**src/rtl/tgf_pkg.sv**
```systemverilog
// Shared types and constants of the touch gesture filter.
// No dependencies; the interfaces, modules and checker of the block use this package.
package tgf_pkg;

	localparam int SCREEN_WIDTH  = 320;
	localparam int SCREEN_HEIGHT = 240;

	localparam int COORD_W = 12;
	localparam int DELTA_W = 13;
	localparam int TIME_W  = 32;
	localparam int CNT_W   = 8;
	localparam int CFG_IDX_W  = 3;
	localparam int CFG_DATA_W = 16;

	// Depth of the queue between front and back.
	localparam int QDEPTH  = 2;
	localparam int QPTR_W  = $clog2(QDEPTH);
	localparam int QCNT_W  = $clog2(QDEPTH + 1);

	// Register indexes of the configuration port.
	localparam logic [CFG_IDX_W-1:0] REG_ORIENTATION = 3'd0;
	localparam logic [CFG_IDX_W-1:0] REG_PRESS       = 3'd1;
	localparam logic [CFG_IDX_W-1:0] REG_RELEASE     = 3'd2;
	localparam logic [CFG_IDX_W-1:0] REG_JITTER      = 3'd3;
	localparam logic [CFG_IDX_W-1:0] REG_JUMP        = 3'd4;
	localparam logic [CFG_IDX_W-1:0] REG_DRAG        = 3'd5;
	localparam logic [CFG_IDX_W-1:0] REG_TAP_MAX     = 3'd6;

	// Orientation bits.
	localparam int ORI_SWAP     = 0;
	localparam int ORI_MIRROR_X = 1;
	localparam int ORI_MIRROR_Y = 2;

	localparam logic [CNT_W-1:0] CNT_MAX = {CNT_W{1'b1}};

	typedef struct packed {
		logic [2:0]         orientation;
		logic [CNT_W-1:0]   press_frames;
		logic [CNT_W-1:0]   release_frames;
		logic [COORD_W-1:0] jitter_px;
		logic [COORD_W-1:0] jump_reject_px;
		logic [COORD_W-1:0] drag_threshold_px;
		logic [15:0]        tap_max_ms;
	} cfg_t;

	// A classified sample as it travels from front to back.
	typedef struct packed {
		logic               pressed;
		logic [COORD_W-1:0] x;
		logic [COORD_W-1:0] y;
		logic [TIME_W-1:0]  now_ms;
	} q_item_t;

endpackage

```
**src/rtl/tgf_ifs.sv**
```systemverilog
// Channel interfaces of the touch gesture filter: samples, results, configuration.
// Depends on tgf_pkg for field widths.
interface tgf_sample_if;
	logic                        valid;
	logic                        ready;
	logic                        touched;
	logic [tgf_pkg::COORD_W-1:0] raw_x;
	logic [tgf_pkg::COORD_W-1:0] raw_y;
	logic [tgf_pkg::TIME_W-1:0]  now_ms;

	modport source (output valid, touched, raw_x, raw_y, now_ms, input ready);
	modport sink (input valid, touched, raw_x, raw_y, now_ms, output ready);
endinterface

interface tgf_result_if;
	logic                        valid;
	logic                        ready;
	logic                        tap_event;
	logic [tgf_pkg::COORD_W-1:0] tap_x;
	logic [tgf_pkg::COORD_W-1:0] tap_y;
	logic                        drag_event;
	logic signed [tgf_pkg::DELTA_W-1:0] drag_dx;
	logic signed [tgf_pkg::DELTA_W-1:0] drag_dy;
	logic                        contact_active;
	logic [tgf_pkg::COORD_W-1:0] current_x;
	logic [tgf_pkg::COORD_W-1:0] current_y;

	modport source (output valid, tap_event, tap_x, tap_y, drag_event, drag_dx, drag_dy,
		contact_active, current_x, current_y, input ready);
	modport sink (input valid, tap_event, tap_x, tap_y, drag_event, drag_dx, drag_dy,
		contact_active, current_x, current_y, output ready);
endinterface

interface tgf_cfg_if;
	logic                           valid;
	logic                           ready;
	logic [tgf_pkg::CFG_IDX_W-1:0]  index;
	logic [tgf_pkg::CFG_DATA_W-1:0] data;

	modport source (output valid, index, data, input ready);
	modport sink (input valid, index, data, output ready);
endinterface

```
**src/rtl/tgf_front.sv**
```systemverilog
// Front end: accepts samples, applies orientation and marks off-screen points as not pressed.
// Depends on tgf_pkg and tgf_sample_if.
module tgf_front (
	tgf_sample_if.sink          sample,
	input  logic [2:0]          orientation,
	input  logic                q_full,
	output logic                push,
	output tgf_pkg::q_item_t    item
);
	import tgf_pkg::*;

	localparam logic signed [13:0] SW = 14'(SCREEN_WIDTH);
	localparam logic signed [13:0] SH = 14'(SCREEN_HEIGHT);

	logic signed [13:0] rx;
	logic signed [13:0] ry;
	logic               on_screen;

	// A request is taken whenever the queue has room.
	assign sample.ready = !q_full;
	assign push = sample.valid && !q_full;

	// Swap, then mirror, in a range wide enough to see negative results.
	always_comb begin
		if (orientation[ORI_SWAP]) begin
			rx = $signed({2'b00, sample.raw_y});
			ry = $signed({2'b00, sample.raw_x});
		end else begin
			rx = $signed({2'b00, sample.raw_x});
			ry = $signed({2'b00, sample.raw_y});
		end
		if (orientation[ORI_MIRROR_X]) begin
			rx = SW - 14'sd1 - rx;
		end
		if (orientation[ORI_MIRROR_Y]) begin
			ry = SH - 14'sd1 - ry;
		end
		on_screen = !rx[13] && (rx < SW) && !ry[13] && (ry < SH);
	end

	assign item.pressed = sample.touched && on_screen;
	assign item.x       = rx[COORD_W-1:0];
	assign item.y       = ry[COORD_W-1:0];
	assign item.now_ms  = sample.now_ms;

endmodule

```
**src/rtl/tgf_queue.sv**
```systemverilog
// Short queue between the front end and the gesture back end.
// Depends on tgf_pkg for the item type and depth.
module tgf_queue (
	input  logic             clk,
	input  logic             arst_n,
	input  logic             push,
	input  tgf_pkg::q_item_t push_item,
	input  logic             pop,
	output logic             full,
	output logic             not_empty,
	output tgf_pkg::q_item_t head
);
	import tgf_pkg::*;

	q_item_t           mem_q [QDEPTH];
	logic [QPTR_W-1:0] wr_ptr_q;
	logic [QPTR_W-1:0] rd_ptr_q;
	logic [QCNT_W-1:0] count_q;

	assign full      = (count_q == QCNT_W'(QDEPTH));
	assign not_empty = (count_q != '0);
	assign head      = mem_q[rd_ptr_q];

	// Storage needs no reset; entries are read only after they are written.
	always_ff @(posedge clk) begin
		if (push) begin
			mem_q[wr_ptr_q] <= push_item;
		end
	end

	// Pointers wrap at the depth.
	always_ff @(posedge clk or negedge arst_n) begin
		if (!arst_n) begin
			wr_ptr_q <= '0;
			rd_ptr_q <= '0;
			count_q  <= '0;
		end else begin
			if (push) begin
				wr_ptr_q <= (wr_ptr_q == QPTR_W'(QDEPTH - 1)) ? '0 : wr_ptr_q + 1'b1;
			end
			if (pop) begin
				rd_ptr_q <= (rd_ptr_q == QPTR_W'(QDEPTH - 1)) ? '0 : rd_ptr_q + 1'b1;
			end
			if (push && !pop) begin
				count_q <= count_q + 1'b1;
			end else if (pop && !push) begin
				count_q <= count_q - 1'b1;
			end
		end
	end

endmodule

```
**src/rtl/tgf_back.sv**
```systemverilog
// Back end: debounce, start and motion tracking, drag and tap decisions.
// Depends on tgf_pkg and tgf_result_if; drives the registered result channel.
module tgf_back (
	input  logic             clk,
	input  logic             arst_n,
	input  tgf_pkg::cfg_t    cfg,
	input  logic             q_valid,
	input  tgf_pkg::q_item_t q_head,
	output logic             pop,
	tgf_result_if.source     result
);
	import tgf_pkg::*;

	// Gesture state.
	logic [CNT_W-1:0]   press_cnt_q, release_cnt_q;
	logic               active_q, drag_seen_q;
	logic [COORD_W-1:0] start_x_q, start_y_q, last_x_q, last_y_q, pos_x_q, pos_y_q;
	logic [TIME_W-1:0]  start_time_q;
	logic [COORD_W-1:0] tap_x_q, tap_y_q;

	// Result register.
	logic                      out_valid_q;
	logic                      tap_ev_q, drag_ev_q;
	logic signed [DELTA_W-1:0] dx_q, dy_q;

	// Next-state values.
	logic [CNT_W-1:0]   press_cnt_n, release_cnt_n;
	logic               active_n, drag_seen_n;
	logic [COORD_W-1:0] start_x_n, start_y_n, last_x_n, last_y_n, pos_x_n, pos_y_n;
	logic [TIME_W-1:0]  start_time_n;
	logic [COORD_W-1:0] tap_x_n, tap_y_n;
	logic               tap_ev_n, drag_ev_n;
	logic signed [DELTA_W-1:0] dx_n, dy_n;

	logic [COORD_W-1:0] mx, my;
	logic               stable_pressed, stable_released;
	logic signed [DELTA_W-1:0] dx_raw, dy_raw, sx_raw, sy_raw, fdx, fdy;
	logic [COORD_W-1:0] mag_dx, mag_dy, mag_sx, mag_sy, total;
	logic [TIME_W-1:0]  duration;

	// One sample moves on whenever the result register is free or being drained.
	assign pop = q_valid && (!out_valid_q || result.ready);

	always_comb begin
		// A sample without a valid point keeps the current position.
		mx = q_head.pressed ? q_head.x : pos_x_q;
		my = q_head.pressed ? q_head.y : pos_y_q;

		// Saturating debounce counters.
		if (q_head.pressed) begin
			press_cnt_n   = (press_cnt_q == CNT_MAX) ? press_cnt_q : press_cnt_q + 1'b1;
			release_cnt_n = '0;
		end else begin
			release_cnt_n = (release_cnt_q == CNT_MAX) ? release_cnt_q : release_cnt_q + 1'b1;
			press_cnt_n   = '0;
		end
		stable_pressed  = press_cnt_n >= cfg.press_frames;
		stable_released = release_cnt_n >= cfg.release_frames;

		// Deltas from the last point and from the start point.
		dx_raw = $signed({1'b0, mx}) - $signed({1'b0, last_x_q});
		dy_raw = $signed({1'b0, my}) - $signed({1'b0, last_y_q});
		sx_raw = $signed({1'b0, mx}) - $signed({1'b0, start_x_q});
		sy_raw = $signed({1'b0, my}) - $signed({1'b0, start_y_q});
		mag_dx = dx_raw[DELTA_W-1] ? COORD_W'(-dx_raw) : dx_raw[COORD_W-1:0];
		mag_dy = dy_raw[DELTA_W-1] ? COORD_W'(-dy_raw) : dy_raw[COORD_W-1:0];
		mag_sx = sx_raw[DELTA_W-1] ? COORD_W'(-sx_raw) : sx_raw[COORD_W-1:0];
		mag_sy = sy_raw[DELTA_W-1] ? COORD_W'(-sy_raw) : sy_raw[COORD_W-1:0];
		total  = (mag_sx > mag_sy) ? mag_sx : mag_sy;
		fdx    = (mag_dx <= cfg.jitter_px) ? '0 : dx_raw;
		fdy    = (mag_dy <= cfg.jitter_px) ? '0 : dy_raw;
		duration = q_head.now_ms - start_time_q;

		active_n     = active_q;
		drag_seen_n  = drag_seen_q;
		start_x_n    = start_x_q;
		start_y_n    = start_y_q;
		last_x_n     = last_x_q;
		last_y_n     = last_y_q;
		pos_x_n      = pos_x_q;
		pos_y_n      = pos_y_q;
		start_time_n = start_time_q;
		tap_x_n      = tap_x_q;
		tap_y_n      = tap_y_q;
		tap_ev_n     = 1'b0;
		drag_ev_n    = 1'b0;
		dx_n         = '0;
		dy_n         = '0;

		if (stable_pressed && !active_q) begin
			// Contact starts here.
			active_n     = 1'b1;
			start_x_n    = mx;
			start_y_n    = my;
			last_x_n     = mx;
			last_y_n     = my;
			pos_x_n      = mx;
			pos_y_n      = my;
			start_time_n = q_head.now_ms;
			drag_seen_n  = 1'b0;
		end else if (stable_pressed) begin
			// Contact held: track, and evaluate drag only for steps without a glitch jump.
			pos_x_n  = mx;
			pos_y_n  = my;
			last_x_n = mx;
			last_y_n = my;
			if (mag_dx <= cfg.jump_reject_px && mag_dy <= cfg.jump_reject_px) begin
				if (total > cfg.drag_threshold_px) begin
					drag_seen_n = 1'b1;
					if (fdx != '0 || fdy != '0) begin
						drag_ev_n = 1'b1;
						dx_n      = fdx;
						dy_n      = fdy;
					end
				end
			end
		end else if (stable_released && active_q) begin
			// Release: a short press without a drag is a tap at the start point.
			active_n = 1'b0;
			if (!drag_seen_q && duration < {16'b0, cfg.tap_max_ms}) begin
				tap_ev_n = 1'b1;
				tap_x_n  = start_x_q;
				tap_y_n  = start_y_q;
			end
		end
	end

	// State and result register update.
	always_ff @(posedge clk or negedge arst_n) begin
		if (!arst_n) begin
			press_cnt_q   <= '0;
			release_cnt_q <= '0;
			active_q      <= 1'b0;
			drag_seen_q   <= 1'b0;
			start_x_q     <= '0;
			start_y_q     <= '0;
			last_x_q      <= '0;
			last_y_q      <= '0;
			pos_x_q       <= '0;
			pos_y_q       <= '0;
			start_time_q  <= '0;
			tap_x_q       <= '0;
			tap_y_q       <= '0;
			out_valid_q   <= 1'b0;
			tap_ev_q      <= 1'b0;
			drag_ev_q     <= 1'b0;
			dx_q          <= '0;
			dy_q          <= '0;
		end else begin
			if (pop) begin
				press_cnt_q   <= press_cnt_n;
				release_cnt_q <= release_cnt_n;
				active_q      <= active_n;
				drag_seen_q   <= drag_seen_n;
				start_x_q     <= start_x_n;
				start_y_q     <= start_y_n;
				last_x_q      <= last_x_n;
				last_y_q      <= last_y_n;
				pos_x_q       <= pos_x_n;
				pos_y_q       <= pos_y_n;
				start_time_q  <= start_time_n;
				tap_x_q       <= tap_x_n;
				tap_y_q       <= tap_y_n;
				tap_ev_q      <= tap_ev_n;
				drag_ev_q     <= drag_ev_n;
				dx_q          <= dx_n;
				dy_q          <= dy_n;
				out_valid_q   <= 1'b1;
			end else if (result.ready) begin
				out_valid_q <= 1'b0;
			end
		end
	end

	// The held state after an update is exactly what the result reports.
	assign result.valid          = out_valid_q;
	assign result.tap_event      = tap_ev_q;
	assign result.tap_x          = tap_x_q;
	assign result.tap_y          = tap_y_q;
	assign result.drag_event     = drag_ev_q;
	assign result.drag_dx        = dx_q;
	assign result.drag_dy        = dy_q;
	assign result.contact_active = active_q;
	assign result.current_x      = pos_x_q;
	assign result.current_y      = pos_y_q;

endmodule

```
**src/rtl/touch_gesture_filter_unit.sv**
```systemverilog
// Top level of the touch gesture filter: configuration registers and channel wiring.
// Depends on tgf_pkg, tgf_ifs, tgf_front, tgf_queue and tgf_back.
//
//  Channel   Direction  Moves
//  sample    in         touched, raw_x, raw_y, now_ms (one touch sample)
//  result    out        tap, drag, contact and position report (one per sample)
//  cfg       in         index, data (register write, always ready)
//
// One sample per clock is sustained while results are taken as soon as they are offered.
// A taken sample is first written into the queue, then moves into the result register, where
// its result is offered until it is taken.
// The two-entry queue lets the front keep taking samples while a result waits to be taken.
// Reset (arst_n low) clears all gesture state and loads the register defaults at once.
module touch_gesture_filter_unit (
	input  logic          clk,
	input  logic          arst_n,
	tgf_sample_if.sink    sample,
	tgf_result_if.source  result,
	tgf_cfg_if.sink       cfg
);
	import tgf_pkg::*;

	cfg_t    cfg_q;
	logic    q_full, q_push, q_pop, q_valid;
	q_item_t front_item, q_head;

	// Register writes are taken at any time; the index past the list is ignored.
	assign cfg.ready = 1'b1;

	always_ff @(posedge clk or negedge arst_n) begin
		if (!arst_n) begin
			cfg_q.orientation       <= 3'd0;
			cfg_q.press_frames      <= 8'd2;
			cfg_q.release_frames    <= 8'd2;
			cfg_q.jitter_px         <= 12'd3;
			cfg_q.jump_reject_px    <= 12'd45;
			cfg_q.drag_threshold_px <= 12'd10;
			cfg_q.tap_max_ms        <= 16'd300;
		end else if (cfg.valid) begin
			case (cfg.index)
				REG_ORIENTATION: cfg_q.orientation       <= cfg.data[2:0];
				REG_PRESS:       cfg_q.press_frames      <= cfg.data[CNT_W-1:0];
				REG_RELEASE:     cfg_q.release_frames    <= cfg.data[CNT_W-1:0];
				REG_JITTER:      cfg_q.jitter_px         <= cfg.data[COORD_W-1:0];
				REG_JUMP:        cfg_q.jump_reject_px    <= cfg.data[COORD_W-1:0];
				REG_DRAG:        cfg_q.drag_threshold_px <= cfg.data[COORD_W-1:0];
				REG_TAP_MAX:     cfg_q.tap_max_ms        <= cfg.data;
				default: begin
				end
			endcase
		end
	end

	// Front end classifies samples into the queue.
	tgf_front u_front (
		.sample      (sample),
		.orientation (cfg_q.orientation),
		.q_full      (q_full),
		.push        (q_push),
		.item        (front_item)
	);

	tgf_queue u_queue (
		.clk       (clk),
		.arst_n    (arst_n),
		.push      (q_push),
		.push_item (front_item),
		.pop       (q_pop),
		.full      (q_full),
		.not_empty (q_valid),
		.head      (q_head)
	);

	// Back end updates gesture state and drives the result channel.
	tgf_back u_back (
		.clk     (clk),
		.arst_n  (arst_n),
		.cfg     (cfg_q),
		.q_valid (q_valid),
		.q_head  (q_head),
		.pop     (q_pop),
		.result  (result)
	);

endmodule

```
**src/flat_wrapper.sv**
```systemverilog
// flat-port wrapper written by rule: the top's interface ports become plain ports
module touch_gesture_filter_unit_flat import tgf_pkg::*;
  (clk, arst_n, sample_valid, sample_touched, sample_raw_x, sample_raw_y, sample_now_ms, sample_ready, result_valid, result_tap_event, result_tap_x, result_tap_y, result_drag_event, result_drag_dx, result_drag_dy, result_contact_active, result_current_x, result_current_y, result_ready, cfg_valid, cfg_index, cfg_data, cfg_ready);
  tgf_sample_if sample_i ();
  tgf_result_if result_i ();
  tgf_cfg_if cfg_i ();
  input  logic clk;
  input  logic arst_n;
  input wire logic [$bits(sample_i.valid)-1:0] sample_valid;
  input wire logic [$bits(sample_i.touched)-1:0] sample_touched;
  input wire logic [$bits(sample_i.raw_x)-1:0] sample_raw_x;
  input wire logic [$bits(sample_i.raw_y)-1:0] sample_raw_y;
  input wire logic [$bits(sample_i.now_ms)-1:0] sample_now_ms;
  output wire logic [$bits(sample_i.ready)-1:0] sample_ready;
  output wire logic [$bits(result_i.valid)-1:0] result_valid;
  output wire logic [$bits(result_i.tap_event)-1:0] result_tap_event;
  output wire logic [$bits(result_i.tap_x)-1:0] result_tap_x;
  output wire logic [$bits(result_i.tap_y)-1:0] result_tap_y;
  output wire logic [$bits(result_i.drag_event)-1:0] result_drag_event;
  output wire logic [$bits(result_i.drag_dx)-1:0] result_drag_dx;
  output wire logic [$bits(result_i.drag_dy)-1:0] result_drag_dy;
  output wire logic [$bits(result_i.contact_active)-1:0] result_contact_active;
  output wire logic [$bits(result_i.current_x)-1:0] result_current_x;
  output wire logic [$bits(result_i.current_y)-1:0] result_current_y;
  input wire logic [$bits(result_i.ready)-1:0] result_ready;
  input wire logic [$bits(cfg_i.valid)-1:0] cfg_valid;
  input wire logic [$bits(cfg_i.index)-1:0] cfg_index;
  input wire logic [$bits(cfg_i.data)-1:0] cfg_data;
  output wire logic [$bits(cfg_i.ready)-1:0] cfg_ready;
  assign sample_i.valid = sample_valid;
  assign sample_i.touched = sample_touched;
  assign sample_i.raw_x = sample_raw_x;
  assign sample_i.raw_y = sample_raw_y;
  assign sample_i.now_ms = sample_now_ms;
  assign sample_ready = sample_i.ready;
  assign result_valid = result_i.valid;
  assign result_tap_event = result_i.tap_event;
  assign result_tap_x = result_i.tap_x;
  assign result_tap_y = result_i.tap_y;
  assign result_drag_event = result_i.drag_event;
  assign result_drag_dx = result_i.drag_dx;
  assign result_drag_dy = result_i.drag_dy;
  assign result_contact_active = result_i.contact_active;
  assign result_current_x = result_i.current_x;
  assign result_current_y = result_i.current_y;
  assign result_i.ready = result_ready;
  assign cfg_i.valid = cfg_valid;
  assign cfg_i.index = cfg_index;
  assign cfg_i.data = cfg_data;
  assign cfg_ready = cfg_i.ready;
  touch_gesture_filter_unit u_core (.clk(clk), .arst_n(arst_n), .sample(sample_i), .result(result_i), .cfg(cfg_i));
endmodule
```
**config.mk**
```make
export PLATFORM = sky130hd
export DESIGN_NAME = touch_gesture_filter_unit_flat
export DESIGN_NICKNAME = d
export VERILOG_FILES = /design/src/rtl/tgf_pkg.sv /design/src/rtl/tgf_ifs.sv /design/src/rtl/tgf_front.sv /design/src/rtl/tgf_queue.sv /design/src/rtl/tgf_back.sv /design/src/rtl/touch_gesture_filter_unit.sv /design/src/flat_wrapper.sv
export SDC_FILE = /design/constraint.sdc
export NUM_CORES = 1
export LEC_CHECK = 0
export BUFFER_PORTS_ARGS = -buffer_cell sky130_fd_sc_hd__clkbuf_2
export CORE_MARGIN = 3
export CORE_UTILIZATION = 39
export DETAILED_ROUTE_END_ITERATION = 8
export PLACE_DENSITY_LB_ADDON = 0.25
export SLEW_MARGIN = 10
export SYNTH_ARGS = -nofsm -noshare
export SYNTH_HDL_FRONTEND = slang
export SYNTH_SLANG_ARGS = --single-unit
```
**constraint.sdc**
```tcl
create_clock -name clk -period 7.8 [get_ports clk]
set_input_delay 0.39 -clock clk [delete_from_list [all_inputs] [get_ports clk]]
set_output_delay 0.39 -clock clk [all_outputs]
set_load 0.01 [all_outputs]
```
### Word-level counts from Yosys, hierarchy flattened

Memories as Yosys holds them, arrays and structs flattened.
Index checks and enable logic that the tools add are counted.

* add/subtract/negate cells: 17
* multiply operators: 0
* div/mod/pow operators: 0
* order comparisons: 11
* equality and inequality tests: 10
* shift-type cells: 0
* muxes and demuxes: 55
* bitwise gates (word level): 2
* reductions and logical operators: 44

Operator list (number)
* 12-bit two-way mux: 13
* 13-bit two-way mux: 12
* 12-bit by 12-bit subtractor with 13-bit output: 4
* 12-bit <= comparator: 4
* 12-bit negation: 4
* 32-bit by 16-bit < comparator with 1-bit output: 1
* 8-bit two-way mux: 4
* 32-bit subtractor: 1
* 14-bit two-way mux: 2
* 13-bit nonzero test: 2
* 12-bit greater-than comparator: 2
* 1-bit two-way mux: 22
* 2-bit AND reduction: 9
* 8-bit by 1-bit adder with 8-bit output, second input constant: 2
* 8-bit equality test, second input constant: 2
* 8-bit greater-or-equal comparator: 2
* 14-bit by 10-bit < comparator with 1-bit output, second input constant: 1
* 14-bit by 9-bit < comparator with 1-bit output, second input constant: 1
* 2-bit nonzero test: 7
* 10-bit by 14-bit subtractor with 14-bit output, first input constant: 1
* 9-bit by 14-bit subtractor with 14-bit output, first input constant: 1
* 1-bit logical AND: 12
* 3-bit equality test, second input constant: 3
* 1-bit zero test: 8
* 14 further kinds: 19

* flip-flop bits (word level): 226
* latch bits: 0
* RAM bits: 114
* ROM bits: 0
* bits of input ports: 81
* output and inout bits: 80
* logic and storage cells: 166
* memories: 1

Memories
* u_core.u_queue.mem_q: depth 2, bits a word 57, read ports 1, clocked after Yosys merged registers in 0, write ports 1, line tgf_queue.sv:15 `q_item_t mem_q [QDEPTH];`

### Logic depth before layout (Yosys ltp)

An unclocked memory read counts as a cell.

* word-level depth: 14
* depth in mapped cells: 39
* depth with buffers taken out: 35

### Modules after synthesis

A second synthesis with hierarchy kept.

* cell total of the unflattened synthesis: 2146
* area, all modules: 22365.2 sq um

Modules (own cells, without submodules)
* tgf_back: times used 1, cells an instance 1646, area each 13875.8 sq um, sequential area each 3778.6 sq um
* tgf_queue: times used 1, cells an instance 193, area each 4377.9 sq um, sequential area each 3523.4 sq um
* touch_gesture_filter_unit: times used 1, cells an instance 157, area each 3004.1 sq um, sequential area each 1794.2 sq um
* tgf_front: times used 1, cells an instance 150, area each 1107.3 sq um, sequential area each 0.0 sq um

### Worst setup path before layout

No wires, ideal clock.

* path type: register to register
* start: register u_core.u_queue.rd_ptr_q
* end: register u_core.u_back.dy_q[5], in the netlist u_core.u_back.result.drag_dy[5]
* setup time: 67 ps
* arrival time: 8008 ps
* required time: 7733 ps
* setup slack: -275 ps
* stages on the path, launching flop included: 37
* buffers on the path: 6
* period minus slack after synthesis: 8075 ps
* path through: dfrtp_1 -> buf_2 -> buf_1 -> buf_1 -> mux2i_1 -> nor2_1 -> a21oi_1 -> inv_1 -> fa_1 -> a21o_1 -> a21boi_0 -> o21ai_0 -> and3_1 -> o21ai_0 -> a21oi_1 -> or2_2 -> clkbuf_1 -> mux2_2 -> ha_1 -> nor2b_1 -> o21ai_0 -> nand2b_1 -> a21oi_1 -> nor3_1 -> a2111oi_2 -> clkbuf_1 -> o21ai_0 -> o31a_1 -> ha_1 -> nand4_1 -> or2_2 -> o221ai_1 -> o21ai_0 -> a2111oi_2 -> nor4b_2 -> buf_2 -> a22o_1

* word-level cells in the longest chain between the ends: 14
* elaborated cells between the ends (all ways): 36
* those cells by class: add/sub (8); order compare (7); mux (15); reduce/logical (5); memory (1)

Ends and longest elaborated chain
* start, declared: line tgf_queue.sv:17 `logic [QPTR_W-1:0] rd_ptr_q;`
* start signal, assigned: line tgf_queue.sv:42 `rd_ptr_q <= (rd_ptr_q == QPTR_W'(QDEPTH - 1)) ? '0 : rd_ptr_q + 1'b1;`
* memory 2 x 57 bit (*)
* parallel branches: the longest is 12 deep, another holds 12-bit by 12-bit subtractor with 13-bit output
* 13-bit two-way mux (*): line tgf_back.sv:90 `if (stable_pressed && !active_q) begin`
* end signal, assigned: line tgf_back.sv:167 `dy_q <= dy_n;`
* end, declared: line tgf_back.sv:24 `logic signed [DELTA_W-1:0] dx_q, dy_q;`

Every way passes the cells marked *.
A chain may end at the register's enable or synchronous reset.

### Worst setup path in the final report

* start: register u_core.u_queue.rd_ptr_q
* end: register u_core.u_back.drag_ev_q, in the netlist u_core.u_back.result.drag_event

* word-level cells in the longest chain between the ends: 14
* elaborated cells between the ends (all ways): 36
* those cells by class: add/sub (8); order compare (7); mux (15); reduce/logical (5); memory (1)

Ends and longest elaborated chain
* memory 2 x 57 bit (*)
* parallel branches: the longest is 12 deep, another holds 12-bit by 12-bit subtractor with 13-bit output
* 1-bit two-way mux (*): line tgf_back.sv:90
* end signal, assigned: line tgf_back.sv:165 `drag_ev_q <= drag_ev_n;`
* end, declared: line tgf_back.sv:23 `logic tap_ev_q, drag_ev_q;`

Marked as above.

==> flow_summary.json <==
{
  "ioPinCount": 161,
  "use_met1_pct": 26.37,
  "synth-seq-area-share_pct": 42.76,
  "antenna_found_initial": 2,
  "cts_tree": "built",
  "ant_nets": 0,
  "rr_worst_depth": 34,
  "cts_root_buf": "clkbuf_16",
  "synthDistinctLibCells": 84,
  "drive_gt1_share_pct": 18.67,
  "path_depth": 34,
  "min_period_ps": 7313,
  "rows": 84,
  "netlist_instances": 2121,
  "htreeDepth": 2,
  "num_antenna_cells": 0,
  "drc": 0,
  "grt_overflow_total": 0,
  "status": "finished, final reports clean",
  "cp-startpoint": "u_core.u_queue.rd_ptr_q",
  "core-area_um2": 53290,
  "busiest_layer": "met2",
  "numCtsBuffers": 39,
  "path_class": "reg -> reg",
  "clk_latency_ps": 580,
  "cp_max_fo": 11,
  "fmax_mhz": 136.8,
  "drv_cap": 0,
  "vias": 16170,
  "globalRouteMet3Util_pct": 3.247,
  "layout_setup_ws_ps": 487.4,
  "path_delay_family": "compound AO/OA/AOI/OAI gates",
  "place_ws_ps": -67.35,
  "final_nets": 2598,
  "cts_buffer_depth": 3,
  "port_buffers": 159,
  "die_height_um": 239.6,
  "cp_slowest_cell": "dfrtp_2",
  "period_share_pct": 93.75,
  "synth_enable_flop_cells": 114,
  "setup_viol": 0,
  "fin_skew_ps": 32.58,
  "start_util_pct": 39.92,
  "synth_seq_cells": 340,
  "path_clk_slew_ps": 60,
  "synth-async-reset-ratio_pct": 66.47,
  "final_max_slew_viol_count": 0,
  "grt_pass1_vias": 15930,
  "use_met2_pct": 33.69,
  "post-dp-hpwl_mm": 43.79,
  "whs_path_depth": 1,
  "grt_pass1_wl_mm": 88.96,
  "synth_area_um2": 21270,
  "gp_congestion": 0.9330,
  "die_area_um2": 57380,
  "crit_path_start_kind": "flip-flop",
  "ys.flop_type": "dfrtp_1",
  "syn_nets": 2399,
  "num-fill-cells": 4986,
  "grt_usage_pct": 19.84,
  "yosysWarnings": 0,
  "die_w_um": 239.6,
  "multi_input_comb_area_um2": 11280,
  "crit_arrival_ps": 7810,
  "totalWireLength_mm": 57.23,
  "firstDrtPassIters": 5,
  "critPathMaxStageDelay_ps": 450,
  "seqCellArea_um2": 9097,
  "endpoint_kind": "flip-flop",
  "hp-start": "sample_now_ms[27]",
  "final_util_pct": 46.40,
  "syn_to_final_growth_pct": 16.22,
  "path_buf_inv": 3,
  "worstMarginPinSlew_ps": 1136,
  "timing_hold_violations_final": 0,
  "wl_per_cell_um": 18.83,
  "grt_max_degree": 143,
  "setup_tns_ps": 0,
  "vias_per_cell": 5.320,
  "timing.rr.start": "u_core.u_queue.rd_ptr_q",
  "synth_area_per_cell_um2": 10.03,
  "cts.sinks": 340,
  "rsz0062_at_grt": "no",
  "holdCritPathClass": "in -> reg",
  "slew_headroom_pct": 24.11,
  "final_common_cell": "dfrtp_1",
  "first_iter_violations": 963,
  "crit_required_ps": 8290,
  "final_cell_mix": "211 x dfrtp_1, 200 x inv_1, 192 x ha_1"
}
[flip-flops by register name, summed over array words and instances, names as in the netlist, 2 cells and up]
name / count
u_core.u_queue.mem_q: 114
u_core.cfg_q: 71
u_core.u_back.start_time_q: 32
u_core.u_back.result.drag_dx: 13
u_core.u_back.result.drag_dy: 13
u_core.u_back.result.current_x: 12
u_core.u_back.result.current_y: 12
u_core.u_back.result.tap_x: 12
u_core.u_back.result.tap_y: 12
u_core.u_back.start_x_q: 12
u_core.u_back.start_y_q: 12
u_core.u_back.press_cnt_q: 8
u_core.u_back.release_cnt_q: 8
u_core.u_queue.count_q: 2
[routing by layer]
metal  up-vias  part of all wire (%)
met4         2                   2.0
met1      7847                    46
met2       311                    48
met3        73                   4.2
met5         -                 0.023
li1       7933                     -
[per-stage QoR]
stage          instances  hold slack, ps  area (um^2)
2_1_floorplan       2121           94.41        21290
3_3_place_gp        2931           434.8        22980
3_5_place_dp        2931           431.8        22980
4_1_cts             3035           5.198        24590
5_1_grt             3039           28.73        24720
6_report            3039           35.26        24720
[layout make-up]
| class | count | area share (%) |
|---|---|---|
| inverter | 201 | 3.052 |
| sequential | 340 | 36.80 |
| clock buffer | 48 | 4.246 |
| multi-input combinational | 1508 | 45.64 |
| tap | 688 | 3.482 |
| timing repair buffer | 230 | 5.840 |
| clock inverter | 24 | 0.9413 |
[timing repair]
action                     4_1_cts  5_1_grt
hold buffers                    30        0
setup endpoints to repair       12       28
resized for setup                2       26
pin swaps                        1        4
hold endpoints to repair       140        0
setup buffers                    2        3
cloned                           0        1
[worst register-to-register path: cells and delay by family, from the launching register on]
kind / cells / cell delay (ps)
AOI/OAI and AO/OA: 15 / 2770
adders and majority gates: 4 / 1210
buffers and inverters: 3 / 420
DFF: 1 / 450
muxes: 2 / 640
and+or+nand+nor: 10 / 1760
[cell families after synthesis]
logic type,after synthesis,share of synthesized area [%]
adders and majority gates,197,11.76
and+or+nand+nor,499,11.10
buffers and inverters,273,4.970
xor gates and xnor gates,128,5.270
other,1,0.01763
muxes,169,9.017
DFF,340,42.76
AOI/OAI and AO/OA,514,15.10
[cell usage after synthesis (6+ instances only)]
master,number,area (um^2)
a211oi_1,8,60.06
a21o_1,37,277.8
a21oi_1,125,625.6
a22o_1,25,219.0
a31oi_1,7,43.79
a41oi_1,6,52.55
and2_1,9,56.30
and3_1,13,81.33
buf_1,11,41.29
buf_2,10,50.05
clkbuf_1,47,176.4
dfrtp_1,212,5305
dfstp_2,14,367.9
edfxtp_1,114,3423
ha_1,192,2402
inv_1,201,754.5
mux2_2,94,1059
mux2_4,19,285.3
mux2i_1,54,540.5
nand2_1,187,701.9
nand2b_1,19,118.9
nand3_1,17,85.08
nand4_1,34,212.7
nor2_1,121,454.2
nor2b_1,26,162.7
nor3_1,30,150.1
nor3b_1,7,52.55
nor4_1,7,43.79
o211ai_1,8,60.06
o21a_1,18,135.1
o21ai_0,183,915.9
o21ai_1,9,45.04
o21bai_1,9,67.56
o31a_1,12,105.1
o31ai_1,19,142.6
or3_1,6,37.54
xnor2_1,73,639.4
xor2_1,55,481.7
[path summary, 6_finish.rpt]
kind	to	slack, ps
worst max-delay path	u_core.u_back.result.drag_event	490
worst min-delay path	u_core.u_queue.mem_q[1][27]	40
worst max register to register	u_core.u_back.result.drag_event	490
worst min register to register	u_core.u_back.result.tap_event	490
max in group asynchronous	u_core.u_back.start_time_q[26]	6120
min in group asynchronous	u_core.u_back.result.tap_x[4]	380
Power is left out: the tool's default activity adds up to more than one toggle a clock period on the data nets, which glitch-free logic cannot reach.
